--- src/rtl/tqm_pkg.sv ---
// Package for the tile quantiser and matcher: sizes, codes and word types.
`default_nettype none
package tqm_pkg;

	// Store geometry
	localparam int MAX_TILES     = 256;
	localparam int ROWS_PER_TILE = 8;
	localparam int ROW_W         = $clog2(ROWS_PER_TILE);
	localparam int CNT_W         = $clog2(MAX_TILES + 1);
	localparam int ADDR_W        = $clog2(MAX_TILES * ROWS_PER_TILE);

	// Register indexes on the configuration port
	localparam logic [1:0] CFG_SHADE_TWO_MIN  = 2'd0;
	localparam logic [1:0] CFG_SHADE_ONE_MIN  = 2'd1;
	localparam logic [1:0] CFG_SHADE_ZERO_MIN = 2'd2;

	// Reset thresholds
	localparam logic [7:0] RST_SHADE_TWO_MIN  = 8'd61;
	localparam logic [7:0] RST_SHADE_ONE_MIN  = 8'd120;
	localparam logic [7:0] RST_SHADE_ZERO_MIN = 8'd180;

	// Shade codes, 0 lightest
	localparam logic [1:0] SHADE_0 = 2'd0;
	localparam logic [1:0] SHADE_1 = 2'd1;
	localparam logic [1:0] SHADE_2 = 2'd2;
	localparam logic [1:0] SHADE_3 = 2'd3;

	// Operation and result kind codes
	localparam logic OP_LOAD    = 1'b0;
	localparam logic OP_MAP     = 1'b1;
	localparam logic KIND_ROW   = 1'b0;
	localparam logic KIND_MATCH = 1'b1;

	typedef struct packed {
		logic       operation;
		logic [7:0] pixel_0;
		logic [7:0] pixel_1;
		logic [7:0] pixel_2;
		logic [7:0] pixel_3;
		logic [7:0] pixel_4;
		logic [7:0] pixel_5;
		logic [7:0] pixel_6;
		logic [7:0] pixel_7;
	} in_word_t;

	typedef struct packed {
		logic       result_kind;
		logic [7:0] low_plane;
		logic [7:0] high_plane;
		logic [7:0] tile_index;
		logic       found;
		logic       store_full;
	} out_word_t;

	typedef struct packed {
		logic [7:0] two_min;
		logic [7:0] one_min;
		logic [7:0] zero_min;
	} shade_cfg_t;

	// One encoded row as kept in the store: high plane over low plane
	typedef struct packed {
		logic [7:0] high_plane;
		logic [7:0] low_plane;
	} row_t;

endpackage
`default_nettype wire

--- src/rtl/tqm_encode.sv ---
// Row encoder: quantises eight grey pixels and packs two bitplane bytes.
`default_nettype none
module tqm_encode (
	input  wire tqm_pkg::in_word_t   word,
	input  wire tqm_pkg::shade_cfg_t cfg,
	output tqm_pkg::row_t            row
);
	import tqm_pkg::*;

	logic [7:0] pix [8];
	logic [1:0] shade [8];

	function automatic logic [1:0] quantise(input logic [7:0] p, input shade_cfg_t c);
		logic [1:0] s;
		if (p >= c.two_min && p < c.one_min)
			s = SHADE_2;
		else if (p >= c.one_min && p < c.zero_min)
			s = SHADE_1;
		else if (p >= c.zero_min)
			s = SHADE_0;
		else
			s = SHADE_3;
		return s;
	endfunction

	// Gather the pixels left to right
	always_comb begin
		pix[0] = word.pixel_0;
		pix[1] = word.pixel_1;
		pix[2] = word.pixel_2;
		pix[3] = word.pixel_3;
		pix[4] = word.pixel_4;
		pix[5] = word.pixel_5;
		pix[6] = word.pixel_6;
		pix[7] = word.pixel_7;
	end

	// Quantise and pack, leftmost pixel in the top bit
	always_comb begin
		for (int i = 0; i < 8; i++) begin
			shade[i]              = quantise(pix[i], cfg);
			row.low_plane[7 - i]  = shade[i][0];
			row.high_plane[7 - i] = shade[i][1];
		end
	end

endmodule
`default_nettype wire

--- config.mk ---
export PLATFORM = sky130hd
export DESIGN_NAME = tqm_encode
export DESIGN_NICKNAME = d
export VERILOG_FILES = /design/src/rtl/tqm_pkg.sv /design/src/rtl/tqm_encode.sv
export SDC_FILE = /design/constraint.sdc
export NUM_CORES = 1
export LEC_CHECK = 0
export ABC_AREA = 1
export BUFFER_PORTS_ARGS = -buffer_cell sky130_fd_sc_hd__buf_2
export CORE_ASPECT_RATIO = 1.4
export CORE_MARGIN = 2
export CORE_UTILIZATION = 59
export DETAILED_ROUTE_END_ITERATION = 12
export PLACE_DENSITY = 0.95
export SYNTH_ARGS = -nofsm -noshare
export SYNTH_HDL_FRONTEND = slang
export SYNTH_SLANG_ARGS = --single-unit
--- constraint.sdc ---
create_clock -name vclk -period 1.7
set_input_delay 0.17 -clock vclk [all_inputs]
set_output_delay 0.17 -clock vclk [all_outputs]
set_load 0.02 [all_outputs]
==> results of run 1 <==
[synthesized netlist by cell type]
library cell  instances
nand3_1              32
nand2_1             221
and3_1                4
nor2_1               51
nand3b_1              4
o21a_1               11
nand4_2               2
a21oi_2               1
inv_1               120
nand4_1              11
a21oi_1              59
ha_1                192
inv_2                 9
o21bai_1              4
nand2_2               6
nor2_2                9
a21o_1               17
nor2_4                8
o21ai_0               4
[logic make-up after synthesis]
| logic type | after synthesis | share of synthesized area |
|---|---|---|
| buf+inv | 129 | 0.0975 |
| simple gates | 348 | 0.305 |
| fa+ha+maj | 192 | 0.484 |
| compound gates | 96 | 0.114 |
[through the flow]
step,hold WS (ns),utilization,cell area (um2)
detailed placement,1.04,0.724,5900
floorplan,0.775,-,4960
global placement,1.03,0.724,5900
CTS,1.05,0.786,6400
[timing repair]
action / CTS
gates resized for setup: 62
buffers inserted: 11
endpoints found under the setup margin: 16
pin swaps: 21
==> run metrics, run 1 <==
status did not finish; Fail Step 5_1_grt; First Err [ERROR DPL-0038] Utilization greater than 100%, impossible to legalize; chip height 113 um; DP HPWL about 13,000 um; initial core utilization 0.609; row count 39; Mapped Area approximately 0.0050 mm2; total placed cells including tap cells 993; area leader, netlist ha_1; gpl congestion about 0.95; Cell variety after synth 19; Syn Area/Cell between 6 and 7 um2; Synth area leaders ha_1, nand2_1, inv_1, a21oi_1, nor2_1; YS warnings 0; Seq/Total Area, Yosys 0; IO buf count around 100; syn nets roughly 1,000; largest net degree at the start of global routing 9; Die W between 80 and 90 um; # hold bufs at CTS 0; worst ep type output port; I/O pins around 110; post-synthesis cell count 765; top cell type's share of synthesized area 0.484; Setup Slack @ Placement -0.180 ns; worst setup endpoint GRT row[7]
==> run 2: changes to the inputs <==
--- a/config.mk
+++ b/config.mk
@@ -7,11 +7,10 @@
 export LEC_CHECK = 0
 export ABC_AREA = 1
 export BUFFER_PORTS_ARGS = -buffer_cell sky130_fd_sc_hd__buf_2
-export CORE_ASPECT_RATIO = 1.4
 export CORE_MARGIN = 2
-export CORE_UTILIZATION = 59
+export CORE_UTILIZATION = 40
 export DETAILED_ROUTE_END_ITERATION = 12
-export PLACE_DENSITY = 0.95
+export PLACE_DENSITY_LB_ADDON = 0.15
 export SYNTH_ARGS = -nofsm -noshare
 export SYNTH_HDL_FRONTEND = slang
 export SYNTH_SLANG_ARGS = --single-unit
==> run metrics, run 2 <==
Pint approximately 1.0 mW; IO buf count 104 (unchanged); YS warnings 0 (unchanged); total placed cells including tap cells 1,065 (+7.3%); area leader, netlist ha_1; fin crit period approximately 1.6 ns; layout cells sized above 1 0.376; Clock Power Share 0; GRT Total Usage 0.214; share of power burned in registers 0; total die area between 0.01 and 0.015 mm2; first-pass GRT wire length between 20,000 and 25,000 um; Crit Path Category in2out; fmax between 0.6 and 0.7 GHz; n_diodes 0; chip height 115 um (+2.6%); top cell type's share of synthesized area 0.484 (unchanged); Synth Area in Compound Gates 0.114 (unchanged); Routed Antenna Nets 0; post-synthesis simple-gate area fraction 0.305 (unchanged); CP required 1.53 ns; Sequential Area 0 um2; post-route design area about 0.0074 mm2; RSZ-0062 raised after global routing yes; Pre-antenna DRT Iters 4; Mapped Area 0.00496 mm2 (unchanged); synth cell count leaders nand2_1, ha_1, inv_1, a21oi_1, nor2_1; Max Cap Violations 0; worst-margin pin slew roughly 0.30 ns; gpl congestion 0.811 (-15%); leakage power slightly below 4 nW; Die W 115 um (+42%); Cell variety after synth 19 (unchanged); wire per inst 14.3 um; initial core utilization 0.412 (-0.198); post-synthesis cell count 765 (unchanged); nets between 1,000 and 1,500; commonest non-fill, non-tap cell in the layout nand2_1; final period utilization 0.970; Syn Area/Cell 6.49 um2 (unchanged); syn nets 1,046 (unchanged); Power Density about 300 mW/mm2; Post-Synth Adder-Cell Area 0.484 (unchanged); DRT Wirelength ~15,000 um; fillcell total roughly 1,100; overflow left after global routing 0; final hold vios 0; Syn-to-layout area delta 48.2%; post-synthesis mux area share 0 (unchanged); worst slew margin relative to its limit 0.802; most frequent cells in the layout nand2_1, ha_1, inv_1; hold crit path type in2out; multi-input logic area around 0.0056 mm2; Critical Path Sink Type output pin; DP HPWL 11,700 um (-7.5%); Layout Cells excl Fill around 1,100; vias in the first global route about 4,600; Slew Viols, Final 0; Core ar. roughly 0.012 mm2; CP startpoint kind primary input; Avg Vias per Cell a little under 5; sw frac 0.546; switching power of the nets between 1 and 1.5 mW; worst-path fanout max 5; main combinational cell family by area after synthesis adder cells; Synth area leaders ha_1, nand2_1, inv_1, a21oi_1, nor2_1; setup violators final 0; I/O pins 105 (unchanged); Seq/Total Area, Yosys 0 (unchanged); row count 40 (+2.6%); DRC 0; clock buf count 0; DR iter-0 viols between 100 and 150; most common cell in the netlist nand2_1; status complete, no violations; num sequential 0; initial antenna violation count 0; Post-Synth XOR/XNOR Area 0 (unchanged); Post-DP Area 0.00613 mm2 (+3.9%); total number of vias 5,152; Worst VDD drop ~0.22 mV; worst path arrival time roughly 1.5 ns; Gate power share 1.000; largest net degree at the start of global routing 9
## run 2: cell counts after synthesis
Identical to the previous run, type by type.
## run 2: power groups by stage
stage               registers, mW  logic, mW  clock network [mW]
floorplan                       0       1.12                   0
global placement                0       1.72                   0
detailed placement              0       1.74                   0
CTS                             0       1.78                   0
global route                    0       2.49                   0
finish                          0       2.20                   0
## run 2: final timing paths
path	slack, ns	from	depth (start not counted)	to
max	0.05	cfg[12]	11	row[11]
min	1.05	word[51]	8	row[14]
## run 2: cell type report
class,count,area share
Timing Repair Buffer,133,0.145
Tap cell,168,0.0286
Inverter,129,0.0677
Multi-Input combinational cell,636,0.758
## run 2: logic make-up after synthesis
family / count (synthesis)
and+or+nand+nor: 348
adders and majority gates: 192
buffers and inverters: 129
AOI/OAI and AO/OA: 96
## run 2: stage by stage
step / total power [mW] / setup TNS [ns] / hold WS, ns / util / setup slack [ns]
finish: 2.20 / 0 / 1.05 / 0.610 / 0.0508
global route: 2.49 / -0.433 / 1.10 / 0.610 / -0.0601
CTS: 1.78 / 0 / 1.04 / 0.513 / 0.00123
detailed placement: 1.74 / -0.808 / 1.04 / 0.508 / -0.0846
global placement: 1.72 / -0.758 / 1.04 / 0.508 / -0.0852
floorplan: 1.12 / 0 / 0.775 / - / 0.171
## run 2: per-layer routing
metal | vias up | wire length [um] | share of wire | global-route usage
li1 | 2823 | - | - | -
met1 | 2242 | 7220 | 0.47 | 0.297
met2 | 81 | 7450 | 0.49 | 0.390
met3 | 6 | 481 | 0.032 | 0.00680
met4 | 0 | 70 | 0.0046 | 0.00562
met5 | - | 0 | 0 | 0
## run 2: what timing repair did
item                                    in CTS  in global routing
buffers inserted                             2                  0
pin swaps                                    3                 72
endpoints found under the setup margin      16                 16
hold buffers                                 0                  0
gates resized for setup                     12                209
endpoints found under the hold margin        0                  0
## run 2: worst max-delay path, stage by stage
cell,delay (ns)
buf_8,0.07
clkinvlp_4,0.09
buf_12,0.15
ha_4,0.27
nand2_4,0.05
nor2_4,0.12
nand4_1,0.11
and3_1,0.18
nand2_1,0.05
nand2_1,0.07
buf_6,0.13
Note: power is estimated with default switching activity, not from simulation.
==> run 3: changes to the inputs <==
==> constraint.sdc (replaced) <==
create_clock -name vclk -period 1.68
set_input_delay 0.168 -clock vclk [all_inputs]
set_output_delay 0.168 -clock vclk [all_outputs]
set_load 0.02 [all_outputs]
==> run metrics, run 3 (synthesized netlist as in run 2, its figures left out) <==
CP startpoint kind primary input; layout cells sized above 1 0.389 (+0.0123); vias in the first global route 4,773 (+3.9%); DRT Wirelength 15,800 um (+3.8%); worst slew margin relative to its limit 0.795 (-0.00660); Crit Path Category in2out; overflow left after global routing 0 (unchanged); hold crit path type in2out; Core ar. 0.0121 mm2 (unchanged); Setup Slack @ Placement -0.112 ns (-0.0270 ns); n_diodes 0 (unchanged); Syn-to-layout area delta 51.1%; IO buf count 104 (unchanged); row count 40 (unchanged); Total Power 2.30 mW (+4.7%); num sequential 0 (unchanged); clock buf count 0 (unchanged); nets 1,186 (+0.42%); first-pass GRT wire length 22,900 um (+1.3%); RSZ-0062 raised after global routing yes; initial antenna violation count 0 (unchanged); fin crit period 1.67 ns; worst-path fanout max 8 (+3); Pre-antenna DRT Iters 4 (unchanged); worst path arrival time 1.51 ns (+0.03 ns); CP Launch Point cfg[7]; DP HPWL 11,900 um (+1.8%); crit-path max cell delay 0.22 ns (-0.05 ns); Critical Path Sink Type output pin; Slew Viols, Final 0 (unchanged); Die W 115 um (unchanged); CP top delay family buffers and inverters; Worst VDD drop 0.179 mV (-18%); DR iter-0 viols 180 (+54%); total number of vias 5,334 (+3.5%); Crit path top cell by count a21o_1; commonest non-fill, non-tap cell in the layout nand2_1; fmax ~0.6 GHz; Sequential Area 0 um2 (unchanged); # hold bufs at CTS 0 (unchanged); chip height 115 um (unchanged); largest net degree at the start of global routing 9 (unchanged); final hold vios 0 (unchanged); setup violators final 0 (unchanged); PnR worst setup slack 0.00657 ns (-0.0443 ns); leakage power 4.01 nW (+1.4%); total die area 0.0133 mm2 (unchanged); wire per inst 14.8 um (+3.3%); Max Cap Violations 0 (unchanged); Worst path slowest cell ha_4; gpl congestion 0.819 (+0.97%); CP required 1.51 ns (-0.02 ns); critical path cell sequence buf_2 -> inv_2 -> buf_12 -> ha_4 -> a21o_1 -> a21o_1 -> nor2_2 -> nand2_1 -> nor2_1 -> buf_4; most frequent cells in the layout nand2_1, ha_1, inv_1; final period utilization 0.996; worst-margin pin slew 0.307 ns (+0.00990 ns); Power Density 307 mW/mm2 (+2.7%); DRC 0 (unchanged); GRT Total Usage 0.217 (+0.00317); Buf+Inv Stages, Crit Path 4 (unchanged); I/O pins 105 (unchanged); Worst path depth 10 (-1); Routed Antenna Nets 0 (unchanged); status complete, no violations; fillcell total 1,081 (-3.0%); initial core utilization 0.412 (unchanged); Avg Vias per Cell 4.98 (+3.0%); CP endpoint row[5]
-- run 3: changes by cell type in the layout (fill, tap and decap cells not counted), sizes merged --
cell / before / now
clkbuf: 0 / 1
buf: 133 / 137
-- run 3: worst min path at each step --
stage | depth (start not counted) | to | from | slack [ns]
global placement | 8 | row[8] | word[7] | 1.04
finish | 8 | row[14] | word[51] | 1.03
floorplan | 6 | row[7] | cfg[16] | 0.77
CTS | 8 | row[8] | word[7] | 1.04
detailed placement | 8 | row[8] | word[7] | 1.04
global route | 8 | row[11] | word[27] | 1.09
-- run 3: final cells by class --
cell class | instances | area (um2) | area share
inverter | 129 | 488 | 0.0651
multi-input combinational | 636 | 5650 | 0.754
tap | 168 | 210 | 0.0280
timing repair buffer | 138 | 1150 | 0.153
-- run 3: routing by layer --
layer	global-route usage	wire, um	vias up
li1	-	-	2834
met1	0.294	7210	2387
met2	0.405	7900	92
met3	0.00994	444	21
met4	0.000803	240	0
met5	0	0	-
-- run 3: timing repair --
action	in CTS	in global routing
resized for setup	24	212
pin swaps	14	90
hold endpoints to repair	0	0
setup buffers	2	1
endpoints found under the setup margin	16	16
-- run 3: per-stage QoR --
| stage | utilization | instances | setup TNS (ns) | hold slack [ns] | instance area [um2] |
|---|---|---|---|---|---|
| after floorplan | - | 765 | 0 | 0.771 | 4960 |
| after global placement | 0.510 | 1068 | -1.11 | 1.04 | 6150 |
| after detailed placement | 0.510 | 1068 | -0.931 | 1.04 | 6150 |
| after CTS | 0.519 | 1070 | -0.00645 | 1.04 | 6260 |
| after global routing | 0.622 | 1071 | -0.611 | 1.09 | 7500 |
| final | 0.622 | 1071 | 0 | 1.03 | 7500 |
-- run 3: where the power goes --
group	switching, mW	internal [mW]
registers	0	0
logic	1.24	1.06
clock network	0	0
total	1.24	1.06
==> run 4: changes to the inputs <==
--- a/config.mk
+++ b/config.mk
@@ -10,7 +10,7 @@
 export CORE_MARGIN = 2
 export CORE_UTILIZATION = 40
 export DETAILED_ROUTE_END_ITERATION = 12
-export PLACE_DENSITY_LB_ADDON = 0.15
+export PLACE_DENSITY = 0.63
 export SYNTH_ARGS = -nofsm -noshare
 export SYNTH_HDL_FRONTEND = slang
 export SYNTH_SLANG_ARGS = --single-unit
==> run metrics, run 4 (synthesized netlist as in run 2, its figures left out) <==
Crit Path Category in2out; largest net degree at the start of global routing 9 (unchanged); Sequential Area 0 um2 (unchanged); worst-path fanout max 6 (-2); Syn-to-layout area delta 47.3%; CP top delay family buffers and inverters; CP required 1.51 ns (about the same); vias in the first global route 4,801 (+0.59%); nets 1,189 (+0.25%); Slew Viols, Final 0 (unchanged); WHS 1.01 ns (-0.0127 ns); setup violators final 7 (+7); crit-path max cell delay 0.21 ns (about the same); leakage power 3.98 nW (-0.81%); fin crit period 1.71 ns (+0.0318 ns); gpl congestion 0.851 (+3.9%); n_diodes 0 (unchanged); critical path cell sequence buf_6 -> clkinvlp_4 -> buf_6 -> ha_4 -> nand2_2 -> inv_2 -> nor2_2 -> o21a_1 -> nand2_1 -> nand2_2 -> nand2_1 -> nor2_1 -> buf_4; I/O pins 105 (unchanged); final period utilization 1.02 (+0.0189); DP HPWL 12,000 um (+0.83%); Worst path slowest cell clkinvlp_4; fillcell total 1,140 (+5.5%); DRC 0 (unchanged); fmax 0.586 GHz (-1.9%); GRT Total Usage 0.216 (-0.00175); DRT Wirelength 15,400 um (-2.8%); Power Density 303 mW/mm2 (-1.3%); PnR worst setup slack -0.0253 ns (-0.0318 ns); row count 40 (unchanged); Routed Antenna Nets 0 (unchanged); worst-margin pin slew 0.291 ns (-0.0162 ns); Critical Path Sink Type output pin; worst slew margin relative to its limit 0.806 (+0.0108); initial antenna violation count 1 (+1); Core ar. 0.0121 mm2 (unchanged); Total Power 2.22 mW (-3.8%); Max Cap Violations 0 (unchanged); chip height 115 um (unchanged); initial core utilization 0.412 (unchanged); total die area 0.0133 mm2 (unchanged); status finished, violations left; CP startpoint kind primary input; num sequential 0 (unchanged); Worst VDD drop 0.254 mV (+41%); DR iter-0 viols 217 (+21%); Die W 115 um (unchanged); worst path arrival time 1.54 ns (+0.03 ns); Buf+Inv Stages, Crit Path 5 (+1); wire per inst 14.3 um (-3.0%); final hold vios 0 (unchanged); Final TNS setup -0.104 ns (-0.104 ns); overflow left after global routing 0 (unchanged); commonest non-fill, non-tap cell in the layout nand2_1; most frequent cells in the layout nand2_1, ha_1, inv_1; Pre-antenna DRT Iters 4 (unchanged); # hold bufs at CTS 0 (unchanged); Avg Vias per Cell 4.94 (-0.73%); clock buf count 0 (unchanged); total placed cells including tap cells 1,070 (+0.19%); Layout Cells excl Fill 1,074 (+0.28%); IO buf count 104 (unchanged); total number of vias 5,310 (-0.45%); first-pass GRT wire length 22,800 um (-0.36%); hold crit path type in2out; failing checks negative setup slack; RSZ-0062 raised after global routing yes; layout cells sized above 1 0.373 (-0.0156)
-- run 4: cell types whose count changed in the layout (fill, tap and decap cells not counted), sizes merged --
cell / delta
inv: -2
buf: +3
clkinvlp: +2
-- run 4: where the power goes --
group | internal, mW | switching [mW]
combinational | 1.00 | 1.21
clock | 0 | 0
sequential | 0 | 0
total | 1.00 | 1.21
-- run 4: routing by layer --
| metal | track usage | wire (um) |
|---|---|---|
| met4 | 0.0281 | 246 |
| met2 | 0.365 | 7030 |
| met1 | 0.311 | 7270 |
| met5 | 0 | 13 |
| met3 | 0.0110 | 798 |
-- run 4: worst paths after layout --
kind / cells after the start / slack (ns) / endpoint / from
hold / removal: 8 / 1.01 / row[9] / word[11]
setup / recovery: 13 / -0.03 / row[1] / cfg[22]
-- run 4: cell type report --
cell class | instances | area, um2 | share of cell area
multi-input cells | 636 | 5470 | 0.749
repair buffers | 141 | 1120 | 0.154
inverters | 129 | 503 | 0.0688
well taps | 168 | 210 | 0.0288
-- run 4: timing repair --
action                                  4_1_cts  5_1_grt
resized for setup                            48      179
gates cloned                                  0        0
buffers inserted                              4        1
pin swaps                                    30      100
endpoints found under the setup margin       16       16
-- run 4: through the flow --
stage                     instance area, um2  setup slack [ns]  utilization
after global routing                    7310            -0.109        0.606
after global placement                  6090            -0.188        0.505
after floorplan                         4960             0.155            -
final                                   7310           -0.0253        0.606
after detailed placement                6090            -0.197        0.505
after CTS                               6370           -0.0291        0.528
